===== config.mk =====
export PLATFORM = sky130hd
export DESIGN_NAME = html_tag_extractor
export DESIGN_NICKNAME = d
export VERILOG_FILES = /design/src/sv/hte_pkg.sv /design/src/sv/hte_step.sv /design/src/sv/html_tag_extractor.sv
export SDC_FILE = /design/constraint.sdc
export NUM_CORES = 1
export LEC_CHECK = 0
export BUFFER_PORTS_ARGS = -buffer_cell sky130_fd_sc_hd__clkbuf_2
export CORE_MARGIN = 3
export CORE_UTILIZATION = 55
export DETAILED_ROUTE_END_ITERATION = 7
export PLACE_DENSITY = 0.82
export SETUP_SLACK_MARGIN = 0.2
export SYNTH_ARGS = -nofsm -noshare
export SYNTH_HDL_FRONTEND = slang
export SYNTH_HIERARCHICAL = 1
export SYNTH_SLANG_ARGS = --single-unit

===== constraint.sdc =====
create_clock -name clk -period 3.8 [get_ports clk]
set_input_delay 0.95 -clock clk [delete_from_list [all_inputs] [get_ports clk]]
set_output_delay 0.95 -clock clk [all_outputs]
set_load 0.01 [all_outputs]

===== src/sv/hte_pkg.sv =====
`timescale 1ns / 1ps
`default_nettype none

package hte_pkg;

    // Parser phase, one-hot
    typedef enum logic [6:0] {
        PH_SEEK     = 7'b0000001,
        PH_FIRST    = 7'b0000010,
        PH_BANG     = 7'b0000100,
        PH_BANGDASH = 7'b0001000,
        PH_COMMENT  = 7'b0010000,
        PH_BODY     = 7'b0100000,
        PH_ESCAPE   = 7'b1000000
    } phase_t;

    localparam logic [7:0] CH_LT     = 8'h3C;
    localparam logic [7:0] CH_GT     = 8'h3E;
    localparam logic [7:0] CH_BANG   = 8'h21;
    localparam logic [7:0] CH_DASH   = 8'h2D;
    localparam logic [7:0] CH_BSLASH = 8'h5C;
    localparam logic [7:0] CH_QUOTE  = 8'h22;
    localparam logic [7:0] CH_SPACE  = 8'h20;
    localparam logic [7:0] CH_TAB    = 8'h09;
    localparam logic [7:0] CH_LF     = 8'h0A;
    localparam logic [7:0] CH_VT     = 8'h0B;
    localparam logic [7:0] CH_FF     = 8'h0C;
    localparam logic [7:0] CH_CR     = 8'h0D;

    typedef struct packed {
        phase_t     phase;
        logic       in_string;
        logic [7:0] last_out;
        logic [7:0] before_last_out;
    } state_t;

    typedef struct packed {
        logic [7:0] out_byte;
        logic       byte_valid;
        logic       tag_end;
        logic       cut_by_stream_end;
    } result_t;

endpackage

`default_nettype wire


===== src/sv/hte_step.sv =====
`timescale 1ns / 1ps
`default_nettype none

// One parser step: current state plus one input word -> next state and
// at most one result word.
module hte_step (
    input  wire hte_pkg::state_t  cur,
    input  wire logic [7:0]       in_byte,
    input  wire logic             end_of_stream,
    output hte_pkg::state_t       nxt,
    output logic                  has_res,
    output hte_pkg::result_t      res
);

    logic       do_byte;
    logic       do_end;
    logic       do_cut;
    logic [7:0] byte_val;
    logic       body_ws;
    logic       cmt_ws;

    assign body_ws = (in_byte inside {hte_pkg::CH_SPACE, hte_pkg::CH_TAB, hte_pkg::CH_LF,
                                      hte_pkg::CH_VT, hte_pkg::CH_CR});
    assign cmt_ws  = body_ws || (in_byte == hte_pkg::CH_FF);

    always_comb
    begin
        nxt      = cur;
        do_byte  = 1'b0;
        do_end   = 1'b0;
        do_cut   = 1'b0;
        byte_val = in_byte;

        if (end_of_stream)
        begin
            case (cur.phase)
                hte_pkg::PH_BANG, hte_pkg::PH_BANGDASH, hte_pkg::PH_COMMENT,
                hte_pkg::PH_BODY, hte_pkg::PH_ESCAPE:
                begin
                    do_end = 1'b1;
                    do_cut = 1'b1;
                end
                default:
                begin
                    nxt.phase     = hte_pkg::PH_SEEK;
                    nxt.in_string = 1'b0;
                end
            endcase
        end
        else
        begin
            case (cur.phase)
                hte_pkg::PH_FIRST:
                begin
                    if (in_byte == hte_pkg::CH_GT)
                        do_end = 1'b1;
                    else
                    begin
                        nxt.phase = (in_byte == hte_pkg::CH_BANG) ? hte_pkg::PH_BANG
                                                                  : hte_pkg::PH_BODY;
                        do_byte = 1'b1;
                    end
                end
                hte_pkg::PH_BANG:
                begin
                    if (in_byte == hte_pkg::CH_GT)
                        do_end = 1'b1;
                    else
                    begin
                        nxt.phase = (in_byte == hte_pkg::CH_DASH) ? hte_pkg::PH_BANGDASH
                                                                  : hte_pkg::PH_BODY;
                        do_byte = 1'b1;
                    end
                end
                hte_pkg::PH_BANGDASH:
                begin
                    if (in_byte == hte_pkg::CH_GT)
                        do_end = 1'b1;
                    else
                    begin
                        nxt.phase = hte_pkg::PH_COMMENT;
                        do_byte   = 1'b1;
                    end
                end
                hte_pkg::PH_COMMENT:
                begin
                    // closes only after two dashes were emitted
                    if (in_byte == hte_pkg::CH_GT && cur.last_out == hte_pkg::CH_DASH &&
                        cur.before_last_out == hte_pkg::CH_DASH)
                        do_end = 1'b1;
                    else if (!(cmt_ws && cur.last_out == hte_pkg::CH_SPACE))
                        do_byte = 1'b1;
                end
                hte_pkg::PH_ESCAPE:
                begin
                    nxt.phase = hte_pkg::PH_BODY;
                    do_byte   = 1'b1;
                end
                hte_pkg::PH_BODY:
                begin
                    if (in_byte == hte_pkg::CH_BSLASH)
                    begin
                        nxt.phase = hte_pkg::PH_ESCAPE;
                        do_byte   = 1'b1;
                    end
                    else if (in_byte == hte_pkg::CH_GT)
                    begin
                        if (cur.in_string)
                            do_byte = 1'b1;
                        else
                            do_end = 1'b1;
                    end
                    else if (body_ws)
                    begin
                        if (cur.in_string)
                            do_byte = 1'b1;
                        else if (cur.last_out != hte_pkg::CH_SPACE)
                        begin
                            do_byte  = 1'b1;
                            byte_val = hte_pkg::CH_SPACE;
                        end
                    end
                    else
                    begin
                        if (in_byte == hte_pkg::CH_QUOTE)
                            nxt.in_string = ~cur.in_string;
                        do_byte = 1'b1;
                    end
                end
                default:
                begin
                    // seeking, and any stray phase code
                    if (in_byte == hte_pkg::CH_LT)
                    begin
                        nxt.phase           = hte_pkg::PH_FIRST;
                        nxt.in_string       = 1'b0;
                        nxt.last_out        = 8'h00;
                        nxt.before_last_out = 8'h00;
                    end
                    else
                        nxt.phase = hte_pkg::PH_SEEK;
                end
            endcase
        end

        if (do_byte)
        begin
            nxt.before_last_out = cur.last_out;
            nxt.last_out        = byte_val;
        end
        if (do_end)
        begin
            nxt.phase     = hte_pkg::PH_SEEK;
            nxt.in_string = 1'b0;
        end
    end

    assign has_res               = do_byte || do_end;
    assign res.out_byte          = do_byte ? byte_val : 8'h00;
    assign res.byte_valid        = do_byte;
    assign res.tag_end           = do_end;
    assign res.cut_by_stream_end = do_cut;

endmodule

`default_nettype wire


===== src/sv/html_tag_extractor.sv =====
`timescale 1ns / 1ps
`default_nettype none

// Channel  | Direction | Handshake          | Word
// ---------+-----------+--------------------+-------------------------------------------
// input    | in        | in_valid/in_ready  | in_byte[7:0], end_of_stream
// result   | out       | out_valid/out_ready| out_byte[7:0], byte_valid, tag_end,
//          |           |                    | cut_by_stream_end
//
// Flow: an accepted word lands in the input register; when that word retires, the parser
//   step updates the state and loads the result register, which offers the result.
// Throughput: one word per cycle while a word with a result is not held by a full result register.
// Reset: parser returns to seeking '<', string mode and the emit history clear.
// Stalls: a word that yields no result retires without waiting on the output;
//   one that yields a result waits only while the result register is still full.
module html_tag_extractor (
    input  wire  logic       clk,
    input  wire  logic       rst_n,
    input  wire  logic       in_valid,
    output logic             in_ready,
    input  wire  logic [7:0] in_byte,
    input  wire  logic       end_of_stream,
    output logic             out_valid,
    input  wire  logic       out_ready,
    output logic [7:0]       out_byte,
    output logic             byte_valid,
    output logic             tag_end,
    output logic             cut_by_stream_end
);

    // input register
    logic                in_vld_reg;
    logic [7:0]          byte_reg;
    logic                eos_reg;

    // parser state
    hte_pkg::state_t     state_reg;
    hte_pkg::state_t     state_next;

    // result register
    logic                out_vld_reg;
    hte_pkg::result_t    res_reg;

    logic                has_res;
    hte_pkg::result_t    res;
    logic                advance;

    hte_step u_step (
        .cur           (state_reg),
        .in_byte       (byte_reg),
        .end_of_stream (eos_reg),
        .nxt           (state_next),
        .has_res       (has_res),
        .res           (res)
    );

    // Held word retires when it has no result or the result slot frees up.
    assign advance  = in_vld_reg && (!has_res || !out_vld_reg || out_ready);
    assign in_ready = !in_vld_reg || advance;

    always_ff @(posedge clk or negedge rst_n)
    begin
        if (!rst_n)
            in_vld_reg <= 1'b0;
        else if (in_ready)
            in_vld_reg <= in_valid;
    end

    always_ff @(posedge clk)
    begin
        if (in_ready && in_valid)
        begin
            byte_reg <= in_byte;
            eos_reg  <= end_of_stream;
        end
    end

    always_ff @(posedge clk or negedge rst_n)
    begin
        if (!rst_n)
        begin
            state_reg.phase           <= hte_pkg::PH_SEEK;
            state_reg.in_string       <= 1'b0;
            state_reg.last_out        <= 8'h00;
            state_reg.before_last_out <= 8'h00;
        end
        else if (advance)
            state_reg <= state_next;
    end

    always_ff @(posedge clk or negedge rst_n)
    begin
        if (!rst_n)
            out_vld_reg <= 1'b0;
        else if (advance && has_res)
            out_vld_reg <= 1'b1;
        else if (out_ready)
            out_vld_reg <= 1'b0;
    end

    always_ff @(posedge clk)
    begin
        if (advance && has_res)
            res_reg <= res;
    end

    assign out_valid         = out_vld_reg;
    assign out_byte          = res_reg.out_byte;
    assign byte_valid        = res_reg.byte_valid;
    assign tag_end           = res_reg.tag_end;
    assign cut_by_stream_end = res_reg.cut_by_stream_end;

    // a result is either a text byte or a terminator, never both
    a_kind_excl: assert property (@(posedge clk) disable iff (!rst_n)
        out_valid |-> (byte_valid != tag_end))
        else $error("result is neither a single byte nor a single terminator");

    a_cut_is_end: assert property (@(posedge clk) disable iff (!rst_n)
        out_valid && cut_by_stream_end |-> tag_end)
        else $error("stream cut flagged on a non-terminator");

    a_end_to_seek: assert property (@(posedge clk) disable iff (!rst_n)
        advance && res.tag_end |=> state_reg.phase == hte_pkg::PH_SEEK &&
                                   !state_reg.in_string)
        else $error("parser not back to seeking after a terminator");

    a_empty_ready: assert property (@(posedge clk) disable iff (!rst_n)
        !in_vld_reg |-> in_ready)
        else $error("input stalled with an empty input register");

    a_no_overwrite: assert property (@(posedge clk) disable iff (!rst_n)
        out_valid && !out_ready && in_vld_reg && has_res |-> !advance)
        else $error("pending result would be overwritten");

endmodule

`default_nettype wire

==> Yosys cells after proc, flatten, opt, wreduce, memory -nomap -nowiden <==
Cells that the tools add are included.
{ "word_totals": {"in_bits": 13, "reg_bits": 46} }
{ "classes": {"bitwise": 1, "n_reduce_logical": 25, "n_eq_ne": 35, "n_mux": 48} }
{ "op_table": {"columns": ["cell", "n"], "rows": [
  ["8-bit 2-to-1 mux", 10],
  ["8-bit by 6-bit == test with 1-bit output (second input constant)", 9],
  ["16-bit 2-to-1 mux", 3],
  ["7-bit one-hot mux with 6 select lines", 1],
  ["8-bit by 4-bit == test with 1-bit output (second input constant)", 5],
  ["7-bit 2-to-1 mux", 4],
  ["4-bit by 3-bit inequality test with 1-bit output (second input constant)", 6],
  ["1-bit 2-to-1 mux", 23],
  ["17-bit 2-to-1 mux", 1],
  ["6-bit 2-to-1 mux", 2],
  ["5-bit OR reduction", 2],
  ["8-bit by 7-bit == test with 1-bit output (second input constant)", 1],
  ["4-bit by 2-bit inequality test with 1-bit output (second input constant)", 2],
  ["8-bit by 6-bit inequality test with 1-bit output (second input constant)", 1],
  ["8-bit AND reduction", 1],
  ["7-bit by 2-bit == test with 1-bit output (second input constant)", 1],
  ["7-bit by 3-bit == test with 1-bit output (second input constant)", 1],
  ["7-bit by 4-bit == test with 1-bit output (second input constant)", 1],
  ["7-bit by 5-bit == test with 1-bit output (second input constant)", 1],
  ["7-bit by 6-bit == test with 1-bit output (second input constant)", 1],
  ["7-bit == test (second input constant)", 1],
  ["7-bit AND reduction", 1],
  ["1-bit logical AND", 6],
  ["3-bit by 2-bit inequality test with 1-bit output (second input constant)", 2],
  ["15 further kinds", 23]
]} }

==> Longest topological paths before layout <==
{ "depth": {"depth_word": 15, "depth_mapped": 13} }

==> By module <==
Netlist, hierarchy kept.
{ "by_module_without_submodules": {"columns": ["mod", "instances", "seq_area_each_um2", "area_each_um2", "cells_each"], "rows": [
  ["html_tag_extractor", 1, 1252.5, 2138.3, 167],
  ["hte_step", 1, 0.0, 1081.0, 175]
]} }

==> Least setup slack after synthesis <==
No wires, ideal clock.
{ "synth_timing": {"kind": "flip-flop to output port", "startpoint": "register state_reg[18] in the netlist's numbering", "endpoint": "output port in_ready", "slack_ns": 0.113, "path_stages_with_launch": 12, "n_path_buf": 5, "t_required_ns": 2.850, "arrival_time_ns": 2.737, "cell_sequence": "dfrtp_1 -> buf_6 -> or4_4 -> or4_1 -> buf_2 -> nor4_1 -> a221o_1 -> buf_6 -> or2_1 -> buf_2 -> clkbuf_1 -> nand3_1"} }
{ "synth_between": {"elab_chain_len": 10, "word_cells_on_any_way": 19, "classes_between": "eq/ne (6); mux (5); reduce/logical (8)"} }
{ "synth_lines": {"columns": ["item", "line", "text"], "rows": [
  ["start: declaration", "html_tag_extractor.sv:37", "hte_pkg::state_t state_reg;"],
  ["start signal: assignment", "html_tag_extractor.sv:88", "state_reg <= state_next;"],
  ["7-bit by 2-bit == test with 1-bit output, or another cell as far along", "hte_step.sv:52", "case (cur.phase)"],
  ["3-bit OR reduction (no line) or 5-bit OR reduction (tied branches)", null, null],
  ["1-bit one-hot mux with 4 select lines, or another cell as far along", "hte_step.sv:52", null],
  ["1-bit 2-to-1 mux", "hte_step.sv:34", "if (end_of_stream)"],
  ["1-bit logical OR (*)", "hte_step.sv:158", "assign has_res = do_byte || do_end;"],
  ["net has_res", "html_tag_extractor.sv:44", "logic has_res;"],
  ["1-bit zero test (*)", "html_tag_extractor.sv:58", "assign advance = in_vld_reg && (!has_res || !out_vld_reg || out_ready);"],
  ["1-bit logical OR (*) (2 in a row)", "html_tag_extractor.sv:58", null],
  ["1-bit logical AND (*)", "html_tag_extractor.sv:58", null],
  ["1-bit logical OR (*)", "html_tag_extractor.sv:59", "assign in_ready = !in_vld_reg || advance;"],
  ["end: declaration", "html_tag_extractor.sv:20", "output logic in_ready,"]
]} }
The timed path passes the listed nets; every way through them passes the cells marked *.

==> flow_metrics.tcl <==
set metrics [dict create \
    ys.flop_type "dfrtp_1" \
    slew_headroom 0.435 \
    grtUsageTotal 0.235 \
    async_flop_share 0.565 \
    final_common_cell "nand2_1" \
    die_area_um2 6810 \
    final_cell_mix "nand2_1 (54), nand2b_1 (29), nand4b_1 (25), clkbuf_2 (25), dfrtp_1 (24)" \
    syn-cell-area_um2 3220 \
    finalWeightedCongestion 0.868 \
    worst_setup_hold_path_clk_slew_ps 80 \
    ios 26 \
    synth_edf_count 20 \
    finalSetupViolations 0 \
    ctsHtreeMaxLevel 2 \
    synth_top_family_by_area "simple AND/OR/NAND/NOR gates" \
    fin_tns_setup_ps 0 \
    fin_crit_ps 3510 \
    slowest_stage "nor4_1" \
    synth_nets 355 \
    clkLatencyLatePin_ps 300 \
    peakVddDrop_mv 0.233 \
    slowest_delay_ps 470 \
    hpwl_mm 5.15 \
    place_area_um2 3320 \
    status "completed" \
    wire_per_inst_um 17.9 \
    nets 375 \
    antenna_found_initial 0 \
    maxCapViolCount 0 \
    syn_inst 342 \
    ys_ff_latch 46 \
    finish.utilization 0.640 \
    ctsHoldBuffers 0 \
    cts.path.max_buffers 2 \
    hold_start "state_reg[1]" \
    ant_nets 0 \
    die_h_um 82.5 \
    synth_mux_area_frac 0.0497 \
    initial_core_util 0.578 \
    arrival_ps 2560 \
    grt_pass1_wl_mm 12.2 \
    grt_max_degree 51 \
    finalNonFillerCells 435 \
    design_area_um2 3570 \
    core_area_um2 5570 \
    crit_path_end_kind "primary output" \
    synth_fa_ha_area_frac 0 \
    hold_class "flip-flop to flip-flop" \
    synth_cell_types 51 \
    avgSynthCellArea_um2 9.41 \
    cts_root_buffer "clkbuf_8" \
    p_leak_nw 1.42 \
    crit_top_cell "nand3_1" \
    crit_type "flip-flop to primary output" \
    finClkSkew_ps 7.41 \
    rsz0062_at_grt "no" \
    cp-start-kind "flip-flop" \
    syn2layout_area_growth_pct 10.9 \
    dp_cells 421 \
    period_share 0.924 \
    routed_wl_mm 7.80 \
    largest_reg_flops 24 \
    max_slew.worst_pin.slew_ps 845 \
    remaining_drc_errors 0 \
    cellPowerDensity_nw_per_um2 357 \
    ys_seq_area_frac 0.389 \
    cts_sinks 46 \
    fp-row-count 27 \
    initialDrtViolationCount 224 \
    hold_violations 0 \
    whs_endpoint "state_reg[1]" \
    synth_xor_area_frac 0.00544 \
    antenna_cells 0 \
    synth_compound_area_frac 0.154 \
    fp.dieW_um 82.5 \
    worstRegToRegCells 10 \
    required_ps 2850 \
    firstDrtPassIters 5 \
    hold_path_depth 2 \
    r2r-start "state_reg[8]" \
    grt_overflow_total 0 \
    numCtsBuffers 5 \
    critical-path-top-delay-family "simple AND/OR/NAND/NOR gates" \
    drt-vias-per-instance 6.13 \
    reg2reg_to "byte_reg[0]" \
    ys_warn_count 6 \
    max_freq_mhz 285 \
    first_global_vias 2448 \
    vias 2666 \
    slew_viol_final 0 \
    path_buf_inv 1 \
    total_power_mw 1.27 \
    port_buffers 25 \
    reg2reg_slack_ps 520 \
    cp_cell_sequence "nor4_1 -> nand3_1 -> o21ai_0 -> nand2_1 -> a221o_1 -> or2_1 -> nand3_1 -> clkbuf_2" \
    crit_path_max_fanout 6 \
    drive_gt1_frac 0.245 \
    tritoncts "done" \
    synth-simple-area-share 0.319 \
]
-- cell type report --
type,count,area (um^2)
Fill cell,448,2000
Multi-Input combinational cell,252,1790
Sequential cell,46,1250
Timing Repair Buffer,42,265
Tap cell,72,90.1
Clock buffer,6,72.6
Inverter,15,56.3
Clock inverter,2,37.5
-- worst max path at each step --
stage / startpoint / endpoint / slack (ps) / cells after the start
floorplan: state_reg[18] / in_ready / 230 / 11
finish: state_reg[8] / in_ready / 290 / 8
global route: state_reg[21] / in_ready / 170 / 8
global placement: state_reg[20] / in_ready / 390 / 8
CTS: state_reg[17] / in_ready / 200 / 8
detailed placement: state_reg[20] / in_ready / 400 / 8
-- Yosys cell counts, types with 4 or more instances --
| cell type | instances | area (um^2) |
|---|---|---|
| dfrtp_1 | 25 | 626 |
| inv_1 | 15 | 56.3 |
| clkbuf_1 | 12 | 45.0 |
| nor2_1 | 14 | 52.6 |
| nand2_1 | 54 | 203 |
| o211ai_2 | 20 | 250 |
| edfxtp_1 | 20 | 601 |
| nand4_1 | 5 | 31.3 |
| nand3_1 | 5 | 25.0 |
| a21oi_1 | 7 | 35.0 |
| nor3_1 | 6 | 30.0 |
| mux2i_1 | 16 | 160 |
| buf_2 | 6 | 30.0 |
| and2_1 | 5 | 31.3 |
| buf_6 | 4 | 45.0 |
| nand4b_1 | 25 | 219 |
| o21ai_0 | 4 | 20.0 |
| nand2b_1 | 29 | 181 |
| o211ai_1 | 9 | 67.6 |
| nor2b_1 | 7 | 43.8 |
| nor4_1 | 8 | 50.1 |
-- worst register-to-register path: cells and delay by family (launching register included) --
family	cells	cell delay (ps)
AO/OA/AOI/OAI	3	970
flip-flops	1	450
AND/OR/NAND/NOR	5	1170
buffers and inverters	2	360
-- layer usage --
layer / global-route usage / up-vias / part of all wire
met1: 0.323 / 1274 / 0.44
li1: - / 1287 / -
met2: 0.382 / 86 / 0.49
met4: 0.0833 / 0 / 0.022
met3: 0.0282 / 19 / 0.043
met5: 0 / - / 0
-- metrics by stage --
stage          worst slack [ps]  hold WS, ps
6_report                    290          553
4_1_cts                     204          552
2_1_floorplan               232          482
3_5_place_dp                401          533
3_3_place_gp                388          517
5_1_grt                     166          584
-- report_power, final --
part	switching (mW)	leakage, nW	internal, mW	total [mW]
clock	0.169	0.0514	0.196	0.365
sequential	0.0753	0.530	0.579	0.654
combinational	0.141	0.834	0.115	0.256
total	0.385	1.42	0.890	1.27
-- logic make-up (layout without fill, tap and decap cells) --
kind of cell | Yosys count | count (layout)
simple gates | 178 | 178
compound gates | 56 | 56
flops | 46 | 46
buf+inv | 44 | 65
mux | 16 | 16
xor+xnor | 2 | 2
-- timing repair --
item                       4_1_cts  5_1_grt
pin swaps                        5        2
setup buffers                    4        2
cloned                           0        0
resized for setup                9        9
setup endpoints to repair        1        1
Note: power is estimated with default switching activity, not from simulation.
